===== src/csclab_pkg.sv =====
// ---------------------------------------------------------------------------
// csclab_pkg
// Types and constants of the strand component labeler.
// ---------------------------------------------------------------------------
package csclab_pkg;

    localparam int MAX_CROSSINGS_DEF = 64;
    localparam int INDEX_W           = 6;
    localparam int VIEW_W            = 2;
    localparam int LABEL_W           = 7;
    localparam int COUNT_W           = 8;
    localparam int NBR_SLOTS         = 4;
    localparam int SLOT_W            = 2;
    // table entry: view parities on top, then four neighbor indices
    localparam int TABLE_W           = NBR_SLOTS * INDEX_W + NBR_SLOTS;

    typedef struct packed {
        logic [INDEX_W-1:0] neighbor_0;
        logic [INDEX_W-1:0] neighbor_1;
        logic [INDEX_W-1:0] neighbor_2;
        logic [INDEX_W-1:0] neighbor_3;
        logic [VIEW_W-1:0]  view_0;
        logic [VIEW_W-1:0]  view_1;
        logic [VIEW_W-1:0]  view_2;
        logic [VIEW_W-1:0]  view_3;
        logic               last_crossing;
    } csclab_item_t;

    typedef struct packed {
        logic [INDEX_W-1:0] crossing_index;
        logic [LABEL_W-1:0] over_label;
        logic [LABEL_W-1:0] under_label;
        logic [COUNT_W-1:0] component_count;
        logic               bad_input;
        logic               last_result;
    } csclab_result_t;

    typedef enum logic [3:0] {
        ST_LOAD,
        ST_INIT,
        ST_ROW,
        ST_EDGE_RD,
        ST_EDGE_UPD,
        ST_PASS_END,
        ST_RANK_RD,
        ST_RANK_CHK,
        ST_RANK_FOL,
        ST_OUT_RD,
        ST_OUT_SHOW
    } csclab_state_t;

    typedef enum logic [1:0] {
        RSEL_EDGE,
        RSEL_RANK,
        RSEL_OUT
    } csclab_rsel_t;

    typedef struct packed {
        logic         load;
        logic         init_wr;
        logic         edge_upd;
        logic         pass_end;
        logic         rank_chk;
        logic         rank_fol;
        logic         out_show;
        csclab_rsel_t rsel;
    } csclab_cmd_t;

    typedef struct packed {
        logic item_fire;
        logic item_last;
        logic result_fire;
        logic row_last;
        logic slot_last;
        logic strand_last;
        logic changed;
        logic is_root;
    } csclab_status_t;

endpackage


===== src/crossing_strand_component_labeler_top.sv =====
// ---------------------------------------------------------------------------
// Crossing strand component labeler - top level
// Load: one record word per cycle. After the last record: label init of each
// strand, then P relaxation passes (a table read per crossing, a label RAM
// read-modify-write per slot per crossing, and a pass-end step), ranking with
// a read, a check and, for a non-root, a follow step per strand, and a read and
// a show step per result word. Async active-low reset empties batch.
// ---------------------------------------------------------------------------
//
// Record words are written into the crossing table while the block is in its
// load phase; item_stall stays low there and high at every other time. The
// word flagged last_crossing closes the batch (a word past capacity is dropped
// and flags bad_input, but its last flag is still honored).
//
// Labeling runs on two copies of the strand label RAM so that both ends of a
// joining edge are read in the same cycle:
//   - init: label every strand with its own number
//   - pass: for each crossing and slot, pull the larger endpoint label down
//     to the smaller; repeat whole passes until one makes no change
//   - rank: walk strands in order; a strand that still labels itself opens a
//     new component number, any other takes the already ranked number of its
//     root, which always lies at a lower strand number
//   - drain: one result word per crossing, held until result_stall drops
// P is the number of passes until no label changes, plus one quiet pass.
//
module crossing_strand_component_labeler_top import csclab_pkg::*; #(
    parameter int MAX_CROSSINGS = MAX_CROSSINGS_DEF
) (
    input  logic           clk,
    input  logic           rst_n,
    input  logic           item_valid,
    output logic           item_stall,
    input  csclab_item_t   item,
    output logic           result_valid,
    input  logic           result_stall,
    output csclab_result_t result
);

    // command and status between sequencer and datapath
    csclab_cmd_t    cmd;
    csclab_status_t status;

    csclab_ctrl u_ctrl (
        .clk    (clk),
        .rst_n  (rst_n),
        .status (status),
        .cmd    (cmd)
    );

    csclab_dp #(
        .MAX_CROSSINGS (MAX_CROSSINGS)
    ) u_dp (
        .clk          (clk),
        .rst_n        (rst_n),
        .cmd          (cmd),
        .status       (status),
        .item_valid   (item_valid),
        .item_stall   (item_stall),
        .item         (item),
        .result_valid (result_valid),
        .result_stall (result_stall),
        .result       (result)
    );

endmodule


===== src/csclab_ram.sv =====
// ---------------------------------------------------------------------------
// csclab_ram
// Generic single-write, single-read RAM with registered read data.
// ---------------------------------------------------------------------------
module csclab_ram #(
    parameter int WIDTH = 8,
    parameter int DEPTH = 64,
    parameter int AW    = (DEPTH > 1) ? $clog2(DEPTH) : 1
) (
    input  logic             clk,
    input  logic             we,
    input  logic [AW-1:0]    waddr,
    input  logic [WIDTH-1:0] wdata,
    input  logic [AW-1:0]    raddr,
    output logic [WIDTH-1:0] rdata
);

    logic [WIDTH-1:0] mem_reg [DEPTH];
    logic [WIDTH-1:0] rdata_reg;

    always_ff @(posedge clk)
    begin
        if (we)
        begin
            mem_reg[waddr] <= wdata;
        end
        rdata_reg <= mem_reg[raddr];
    end

    assign rdata = rdata_reg;

endmodule


===== src/csclab_ctrl.sv =====
// ---------------------------------------------------------------------------
// csclab_ctrl
// Sequencer: load, label init, relaxation passes, ranking, result drain.
// ---------------------------------------------------------------------------
module csclab_ctrl import csclab_pkg::*; (
    input  logic           clk,
    input  logic           rst_n,
    input  csclab_status_t status,
    output csclab_cmd_t    cmd
);

    csclab_state_t state_reg;
    csclab_state_t state_next;

    always_ff @(posedge clk or negedge rst_n)
    begin
        if (!rst_n)
        begin
            state_reg <= ST_LOAD;
        end
        else
        begin
            state_reg <= state_next;
        end
    end

    always_comb
    begin
        state_next = state_reg;
        unique case (state_reg)
            ST_LOAD:
            begin
                if (status.item_fire && status.item_last)
                begin
                    state_next = ST_INIT;
                end
            end
            ST_INIT:
            begin
                if (status.strand_last)
                begin
                    state_next = ST_ROW;
                end
            end
            ST_ROW:
            begin
                state_next = ST_EDGE_RD;
            end
            ST_EDGE_RD:
            begin
                state_next = ST_EDGE_UPD;
            end
            ST_EDGE_UPD:
            begin
                if (!status.slot_last)
                begin
                    state_next = ST_EDGE_RD;
                end
                else if (status.row_last)
                begin
                    state_next = ST_PASS_END;
                end
                else
                begin
                    state_next = ST_ROW;
                end
            end
            ST_PASS_END:
            begin
                state_next = status.changed ? ST_ROW : ST_RANK_RD;
            end
            ST_RANK_RD:
            begin
                state_next = ST_RANK_CHK;
            end
            ST_RANK_CHK:
            begin
                if (!status.is_root)
                begin
                    state_next = ST_RANK_FOL;
                end
                else if (status.strand_last)
                begin
                    state_next = ST_OUT_RD;
                end
                else
                begin
                    state_next = ST_RANK_RD;
                end
            end
            ST_RANK_FOL:
            begin
                state_next = status.strand_last ? ST_OUT_RD : ST_RANK_RD;
            end
            ST_OUT_RD:
            begin
                state_next = ST_OUT_SHOW;
            end
            ST_OUT_SHOW:
            begin
                if (status.result_fire)
                begin
                    state_next = status.row_last ? ST_LOAD : ST_OUT_RD;
                end
            end
            default:
            begin
                state_next = ST_LOAD;
            end
        endcase
    end

    always_comb
    begin
        cmd          = '0;
        cmd.rsel     = RSEL_EDGE;
        unique case (state_reg)
            ST_LOAD:     cmd.load = 1'b1;
            ST_INIT:     cmd.init_wr = 1'b1;
            ST_ROW:      cmd.rsel = RSEL_EDGE;
            ST_EDGE_RD:  cmd.rsel = RSEL_EDGE;
            ST_EDGE_UPD: cmd.edge_upd = 1'b1;
            ST_PASS_END: cmd.pass_end = 1'b1;
            ST_RANK_RD:  cmd.rsel = RSEL_RANK;
            ST_RANK_CHK:
            begin
                cmd.rsel     = RSEL_RANK;
                cmd.rank_chk = 1'b1;
            end
            ST_RANK_FOL:
            begin
                cmd.rsel     = RSEL_RANK;
                cmd.rank_fol = 1'b1;
            end
            ST_OUT_RD:   cmd.rsel = RSEL_OUT;
            ST_OUT_SHOW:
            begin
                cmd.rsel     = RSEL_OUT;
                cmd.out_show = 1'b1;
            end
            default:     cmd.rsel = RSEL_EDGE;
        endcase
    end

endmodule


===== src/csclab_dp.sv =====
// ---------------------------------------------------------------------------
// csclab_dp
// Crossing table, strand label memories, counters and result word.
// ---------------------------------------------------------------------------
module csclab_dp import csclab_pkg::*; #(
    parameter int MAX_CROSSINGS = MAX_CROSSINGS_DEF
) (
    input  logic           clk,
    input  logic           rst_n,
    input  csclab_cmd_t    cmd,
    output csclab_status_t status,
    input  logic           item_valid,
    output logic           item_stall,
    input  csclab_item_t   item,
    output logic           result_valid,
    input  logic           result_stall,
    output csclab_result_t result
);

    localparam int IW = (MAX_CROSSINGS > 1) ? $clog2(MAX_CROSSINGS) : 1;
    localparam int LW = $clog2(2 * MAX_CROSSINGS);
    localparam int CW = $clog2(MAX_CROSSINGS + 1);

    logic [CW-1:0]      cnt_reg;
    logic               err_reg;
    logic [IW-1:0]      row_reg;
    logic [SLOT_W-1:0]  slot_reg;
    logic [LW-1:0]      strand_reg;
    logic [COUNT_W-1:0] rank_reg;
    logic               changed_reg;

    logic                        item_fire;
    logic                        result_fire;
    logic                        full;
    logic                        tab_we;
    logic [TABLE_W-1:0]          tab_wdata;
    logic [TABLE_W-1:0]          tab_rdata;
    logic [NBR_SLOTS-1:0][INDEX_W-1:0] nbrs;
    logic [NBR_SLOTS-1:0]        pars;
    logic [INDEX_W-1:0]          nb;
    logic                        nb_ok;
    logic [LW-1:0]               addr_a;
    logic [LW-1:0]               addr_b;
    logic [LW-1:0]               raddr_a;
    logic [LW-1:0]               raddr_b;
    logic [LABEL_W-1:0]          rd_a;
    logic [LABEL_W-1:0]          rd_b;
    logic                        lbl_we;
    logic [LW-1:0]               lbl_waddr;
    logic [LABEL_W-1:0]          lbl_wdata;
    logic                        row_last;
    logic                        strand_last;
    logic                        is_root;
    logic [LW-1:0]               strand_adv;

    assign item_stall   = !cmd.load;
    assign item_fire    = item_valid && cmd.load;
    assign result_valid = cmd.out_show;
    assign result_fire  = cmd.out_show && !result_stall;

    assign full     = (cnt_reg == CW'(MAX_CROSSINGS));
    assign row_last = ((COUNT_W'(row_reg) + COUNT_W'(1)) == COUNT_W'(cnt_reg));
    assign strand_last = ((COUNT_W'(strand_reg) + COUNT_W'(1)) ==
                          COUNT_W'({cnt_reg, 1'b0}));
    assign strand_adv  = strand_last ? '0 : strand_reg + LW'(1);

    // crossing table: parities above the four neighbor indices
    assign tab_we    = item_fire && !full;
    assign tab_wdata = {item.view_3[0], item.view_2[0], item.view_1[0], item.view_0[0],
                        item.neighbor_3, item.neighbor_2, item.neighbor_1,
                        item.neighbor_0};

    csclab_ram #(
        .WIDTH (TABLE_W),
        .DEPTH (MAX_CROSSINGS)
    ) u_table (
        .clk   (clk),
        .we    (tab_we),
        .waddr (IW'(cnt_reg)),
        .wdata (tab_wdata),
        .raddr (row_reg),
        .rdata (tab_rdata)
    );

    assign nbrs  = tab_rdata[NBR_SLOTS*INDEX_W-1:0];
    assign pars  = tab_rdata[TABLE_W-1:NBR_SLOTS*INDEX_W];
    assign nb    = nbrs[slot_reg];
    assign nb_ok = (COUNT_W'(nb) < COUNT_W'(cnt_reg));

    // strand endpoints of the current edge
    assign addr_a = LW'({row_reg, slot_reg[0]});
    assign addr_b = LW'({nb, pars[slot_reg]});

    always_comb
    begin
        unique case (cmd.rsel)
            RSEL_EDGE:
            begin
                raddr_a = addr_a;
                raddr_b = addr_b;
            end
            RSEL_RANK:
            begin
                raddr_a = strand_reg;
                raddr_b = LW'(rd_a);
            end
            RSEL_OUT:
            begin
                raddr_a = LW'({row_reg, 1'b0});
                raddr_b = LW'({row_reg, 1'b1});
            end
            default:
            begin
                raddr_a = addr_a;
                raddr_b = addr_b;
            end
        endcase
    end

    assign is_root = (rd_a == LABEL_W'(strand_reg));

    always_comb
    begin
        lbl_we    = 1'b0;
        lbl_waddr = strand_reg;
        lbl_wdata = LABEL_W'(strand_reg);
        if (cmd.init_wr)
        begin
            lbl_we = 1'b1;
        end
        else if (cmd.edge_upd && nb_ok)
        begin
            // pull the larger label down to the smaller one
            if (rd_a < rd_b)
            begin
                lbl_we    = 1'b1;
                lbl_waddr = addr_b;
                lbl_wdata = rd_a;
            end
            else if (rd_b < rd_a)
            begin
                lbl_we    = 1'b1;
                lbl_waddr = addr_a;
                lbl_wdata = rd_b;
            end
        end
        else if (cmd.rank_chk && is_root)
        begin
            lbl_we    = 1'b1;
            lbl_wdata = LABEL_W'(rank_reg);
        end
        else if (cmd.rank_fol)
        begin
            lbl_we    = 1'b1;
            lbl_wdata = rd_b;
        end
    end

    // two copies written together give two read ports
    csclab_ram #(
        .WIDTH (LABEL_W),
        .DEPTH (2 * MAX_CROSSINGS)
    ) u_label_a (
        .clk   (clk),
        .we    (lbl_we),
        .waddr (lbl_waddr),
        .wdata (lbl_wdata),
        .raddr (raddr_a),
        .rdata (rd_a)
    );

    csclab_ram #(
        .WIDTH (LABEL_W),
        .DEPTH (2 * MAX_CROSSINGS)
    ) u_label_b (
        .clk   (clk),
        .we    (lbl_we),
        .waddr (lbl_waddr),
        .wdata (lbl_wdata),
        .raddr (raddr_b),
        .rdata (rd_b)
    );

    always_ff @(posedge clk or negedge rst_n)
    begin
        if (!rst_n)
        begin
            cnt_reg     <= '0;
            err_reg     <= 1'b0;
            row_reg     <= '0;
            slot_reg    <= '0;
            strand_reg  <= '0;
            rank_reg    <= '0;
            changed_reg <= 1'b0;
        end
        else
        begin
            if (item_fire)
            begin
                if (full)
                begin
                    err_reg <= 1'b1;
                end
                else
                begin
                    cnt_reg <= cnt_reg + CW'(1);
                end
            end
            if (cmd.init_wr)
            begin
                strand_reg  <= strand_adv;
                changed_reg <= 1'b0;
                rank_reg    <= '0;
            end
            if (cmd.edge_upd)
            begin
                if (!nb_ok)
                begin
                    err_reg <= 1'b1;
                end
                else if (rd_a != rd_b)
                begin
                    changed_reg <= 1'b1;
                end
                slot_reg <= slot_reg + SLOT_W'(1);
                if (slot_reg == SLOT_W'(NBR_SLOTS - 1))
                begin
                    row_reg <= row_last ? '0 : row_reg + IW'(1);
                end
            end
            if (cmd.pass_end)
            begin
                changed_reg <= 1'b0;
            end
            if (cmd.rank_chk && is_root)
            begin
                rank_reg   <= rank_reg + COUNT_W'(1);
                strand_reg <= strand_adv;
            end
            if (cmd.rank_fol)
            begin
                strand_reg <= strand_adv;
            end
            if (result_fire)
            begin
                if (row_last)
                begin
                    row_reg <= '0;
                    cnt_reg <= '0;
                    err_reg <= 1'b0;
                end
                else
                begin
                    row_reg <= row_reg + IW'(1);
                end
            end
        end
    end

    assign result.crossing_index  = INDEX_W'(row_reg);
    assign result.over_label      = rd_a;
    assign result.under_label     = rd_b;
    assign result.component_count = rank_reg;
    assign result.bad_input       = err_reg;
    assign result.last_result     = row_last;

    assign status.item_fire   = item_fire;
    assign status.item_last   = item.last_crossing;
    assign status.result_fire = result_fire;
    assign status.row_last    = row_last;
    assign status.slot_last   = (slot_reg == SLOT_W'(NBR_SLOTS - 1));
    assign status.strand_last = strand_last;
    assign status.changed     = changed_reg;
    assign status.is_root     = is_root;

endmodule


===== config.mk =====
export PLATFORM = sky130hd
export DESIGN_NAME = crossing_strand_component_labeler_top
export DESIGN_NICKNAME = d
export VERILOG_FILES = /design/src/csclab_pkg.sv /design/src/crossing_strand_component_labeler_top.sv /design/src/csclab_ram.sv /design/src/csclab_ctrl.sv /design/src/csclab_dp.sv
export SDC_FILE = /design/constraint.sdc
export NUM_CORES = 2
export LEC_CHECK = 0
export BUFFER_PORTS_ARGS = -buffer_cell sky130_fd_sc_hd__buf_2
export CORE_ASPECT_RATIO = 0.5
export CORE_MARGIN = 2
export CORE_UTILIZATION = 40
export DETAILED_ROUTE_END_ITERATION = 10
export PLACE_DENSITY_LB_ADDON = 0.25
export SETUP_SLACK_MARGIN = 0.05
export SKIP_LAST_GASP = 1
export SLEW_MARGIN = 20
export SYNTH_ARGS = -nofsm -noshare
export SYNTH_HDL_FRONTEND = slang
export SYNTH_SLANG_ARGS = --single-unit

===== constraint.sdc =====
create_clock -name clk -period 9.1 [get_ports clk]
set_input_delay 0.91 -clock clk [delete_from_list [all_inputs] [get_ports clk]]
set_output_delay 0.91 -clock clk [all_outputs]
set_load 0.02 [all_outputs]

==> impl_metrics.toml <==
[cells_and_area]
areaGrowthSynthToFinish_pct = 11.5
final_cells = 11200
layout-drive-gt1-share_pct = 19.2
largest_reg_flops = 1792
final_cell_area_um2 = 131000
num-fill-cells = 24800
nNetsFinal = 7145

[timing]
hold_violations = 0
slew_headroom_pct = 15.9
period_share_pct = 71.4
tns_ns = 0
rsz0062_at_grt = "false"
max_freq_mhz = 154
slew_viol_final = 0
finalCriticalPeriod_ns = 6.50
finalSetupViolCount = 0
setup_ws_ns = 2.60
tightest_slew_ns = 1.25
skew_ns = 0.0638

[global_routing]
grt_use_total_pct = 21.8
grt_pass1_vias = 66100
grt_max_degree = 171
grt_antenna_before_repair = 16
overflow = 0
grt_first_pass_wirelength_um = 476000

[route]
drtIter0Drc = 8566
viasPerCell = 6.07
vias = 67900
routed_wl_um = 334000
drtAntennaViolNets = 0
first_pass_iters = 8
wire_per_inst_um = 29.8
route.detailed.drc = 0

[placed_design]
place_inst = 10700
hpwlAfterDp_um = 185000
gp_congestion = 0.851
placed_area_um2 = 123000
port-buffer-count = 64
dpl_worst_slack_ns = 2.87

[synthesis]
syn_inst = 7108
synth_area_per_cell_um2 = 16.5
synth_area_leaders = "edfxtp_1 (69%), mux4_2 (13%), nand2_1 (3.2%)"
netlist_area_um2 = 117000
ys_seq_elements = 2766
synth-async-reset-ratio_pct = 1.30
synth_nets = 7165
netlist.area_leader.share_pct = 68.8
ys_warn_count = 0
ys_seq_area_share_pct = 70.3
ys.flop_type = "edfxtp_1"
synth_top_cells_by_count = "edfxtp_1 (2688), nand2_1 (1010), mux4_2 (660)"
synth_most_common_cell = "edfxtp_1"
yosysUniqueCellTypes = 86
synth_edf_count = 2688
yosysTopAreaCell = "edfxtp_1"

[critical_path]
cp_max_fo = 18
critPathSlowestCell = "nor2_1"
rrSetupSlack_ns = 2.60
end_kind = "flip-flop"
cp_data_arrival_time_ns = 6.94
path_cells = "buf_4 -> mux2i_1 -> mux2i_1 -> ha_1 -> nand4b_1 -> a211o_1 -> nand2_2 -> a21oi_4 -> o22ai_2 -> a21boi_2 -> nand3_2 -> nor2_1"
r2r_end = "u_dp.u_label_b.mem_reg[52][0]$_DFFE_PP_"
cp-start-kind = "flip-flop"
crit_top_cell = "mux2i_1"
crit_type = "reg2reg"
critPathMaxStageDelay_ns = 1.07
required_ns = 9.54
r2r.worst_path.cells = 12
r2r-start = "u_dp.slot_reg[1]$_DFFE_PN0N_"

[clock_network]
clk_pin_slew_worst_paths_ns = 0.07
cts.sink_count = 2766
cts_setup_buffers = 0
clockBufferDepth = 4
post_cts_resized = 0
htreeDepth = 5
clock_latency_ns = 0.86
root_buffer = "clkbuf_16"
postCtsHoldBufs = 0
cts_buffers = 266
tritoncts = "done"

[pwr]
p_sw_share_pct = 23.1
p_per_area_nw_per_um2 = 205
power_switching_mw = 6.19
internal-power_mw = 20.6
power_mw = 26.8
power_frac_seq_pct = 52.5
combPwrFrac_pct = 7.7
peakVddDrop_uv = 164
p_leak_nw = 41.2
power_frac_clock_pct = 39.8

[floorplan]
io_pins = 69
die_y_um = 387
coreArea_um2 = 291000
start_util_pct = 40.3
die_w_um = 770
rows = 140
dieArea_um2 = 298000

[run]
drv_cap = 0

[run_status]
status = "complete, no violations"

[worst_hold_path]
hp-class = "in2async"
==> worst max-delay path, delay by kind of cell (launching register included) <==
family	cells	cell delay, ns
adders and majority gates	1	0.38
muxes	2	1.00
buffers and inverters	1	0.35
AOI/OAI and AO/OA	4	1.26
DFF	1	0.55
and+or+nand+nor	4	2.53
==> cells in the final DEF (no fill, tap or decap), drive strengths merged, types with 8 or more instances in the layout <==
master	instances
edfxtp	2688
nand2	1013
mux4	660
clkbuf	353
a211oi	334
nand3	262
buf	247
a21oi	243
nor2	242
and3	228
a311oi	127
a31oi	116
clkinv	85
mux2i	84
o21ai	76
dfxtp	42
a221oi	39
dfrtp	36
nor3	34
a22oi	33
inv	32
nor2b	27
a32oi	22
xnor2	20
ha	20
a21o	20
nor4	16
nand4	12
o22ai	12
nand2b	11
xor2	11
bufinv	11
o41ai	10
and2	10
o31ai	10
o211ai	8
mux2	8
==> per-layer routing <==
layer | vias to the layer above | GRT usage (%) | share of wire (%)
li1 | 28600 | - | -
met1 | 35600 | 31.1 | 42
met2 | 3116 | 34.7 | 47
met3 | 535 | 3.81 | 8.3
met4 | 6 | 6.12 | 2.9
met5 | - | 0 | 0.012
==> through the flow <==
| step | hold slack (ns) | utilization (%) |
|---|---|---|
| CTS | 0.147 | 44.8 |
| finish | 0.177 | 44.9 |
| global placement | 0.461 | 42.0 |
| global route | 0.210 | 44.9 |
| detailed placement | 0.475 | 42.1 |
| floorplan | 0.473 | - |
==> area by class of cell <==
class | count | area [um^2] | share of cell area (%)
multi-input combinational | 3784 | 33100 | 25.3
antenna | 5 | 12.5 | 0.00957
clock buffer | 353 | 7260 | 5.56
tap | 3905 | 4890 | 3.74
clock inverter | 109 | 825 | 0.631
sequential | 2766 | 82500 | 63.1
timing repair buffer | 247 | 2030 | 1.56
inverter | 23 | 86.3 | 0.0661
==> worst max-delay path by stage <==
stage | slack, ns | startpoint | depth (start not counted) | endpoint
2_1_floorplan | 0.78 | u_dp.slot_reg[0]$_DFFE_PN0N_ | 10 | u_dp.u_label_b.mem_reg[0][2]$_DFFE_PP_
3_3_place_gp | 2.69 | u_ctrl.state_reg[2]$_DFFE_PN0P_ | 14 | u_dp.u_label_b.rdata[4]$_DFF_P_
3_5_place_dp | 2.87 | u_ctrl.state_reg[2]$_DFFE_PN0P_ | 14 | u_dp.u_label_b.rdata[4]$_DFF_P_
4_1_cts | 2.86 | u_ctrl.state_reg[2]$_DFFE_PN0P_ | 14 | u_dp.u_label_b.rdata[4]$_DFF_P_
5_1_grt | 2.45 | u_dp.slot_reg[1]$_DFFE_PN0N_ | 12 | u_dp.u_label_b.mem_reg[52][0]$_DFFE_PP_
6_report | 2.60 | u_dp.slot_reg[1]$_DFFE_PN0N_ | 12 | u_dp.u_label_b.mem_reg[52][0]$_DFFE_PP_
==> cell families (layout without fill, tap and decap cells) <==
| logic type | Yosys count | in the layout | share of synthesized area [%] |
|---|---|---|---|
| adders and majority gates | 20 | 20 | 0.213 |
| other | 0 | 5 | 0 |
| DFF | 2766 | 2766 | 70.3 |
| and+or+nand+nor | 1882 | 1882 | 7.12 |
| muxes | 752 | 752 | 13.5 |
| AOI/OAI and AO/OA | 1099 | 1099 | 6.56 |
| buffers and inverters | 558 | 732 | 2.08 |
| xor gates and xnor gates | 31 | 31 | 0.232 |
==> power groups by stage <==
| stage | logic [mW] | registers (mW) | clock network, mW |
|---|---|---|---|
| final | 2.06 | 14.1 | 10.7 |
| after global routing | 2.18 | 14.1 | 11.3 |
| after CTS | 2.04 | 14.1 | 10.8 |
| after detailed placement | 2.03 | 14.4 | 0 |
| after global placement | 2.02 | 14.4 | 0 |
| after floorplan | 1.25 | 14.3 | 0 |
No activity file was read; power rests on OpenSTA's default activity.
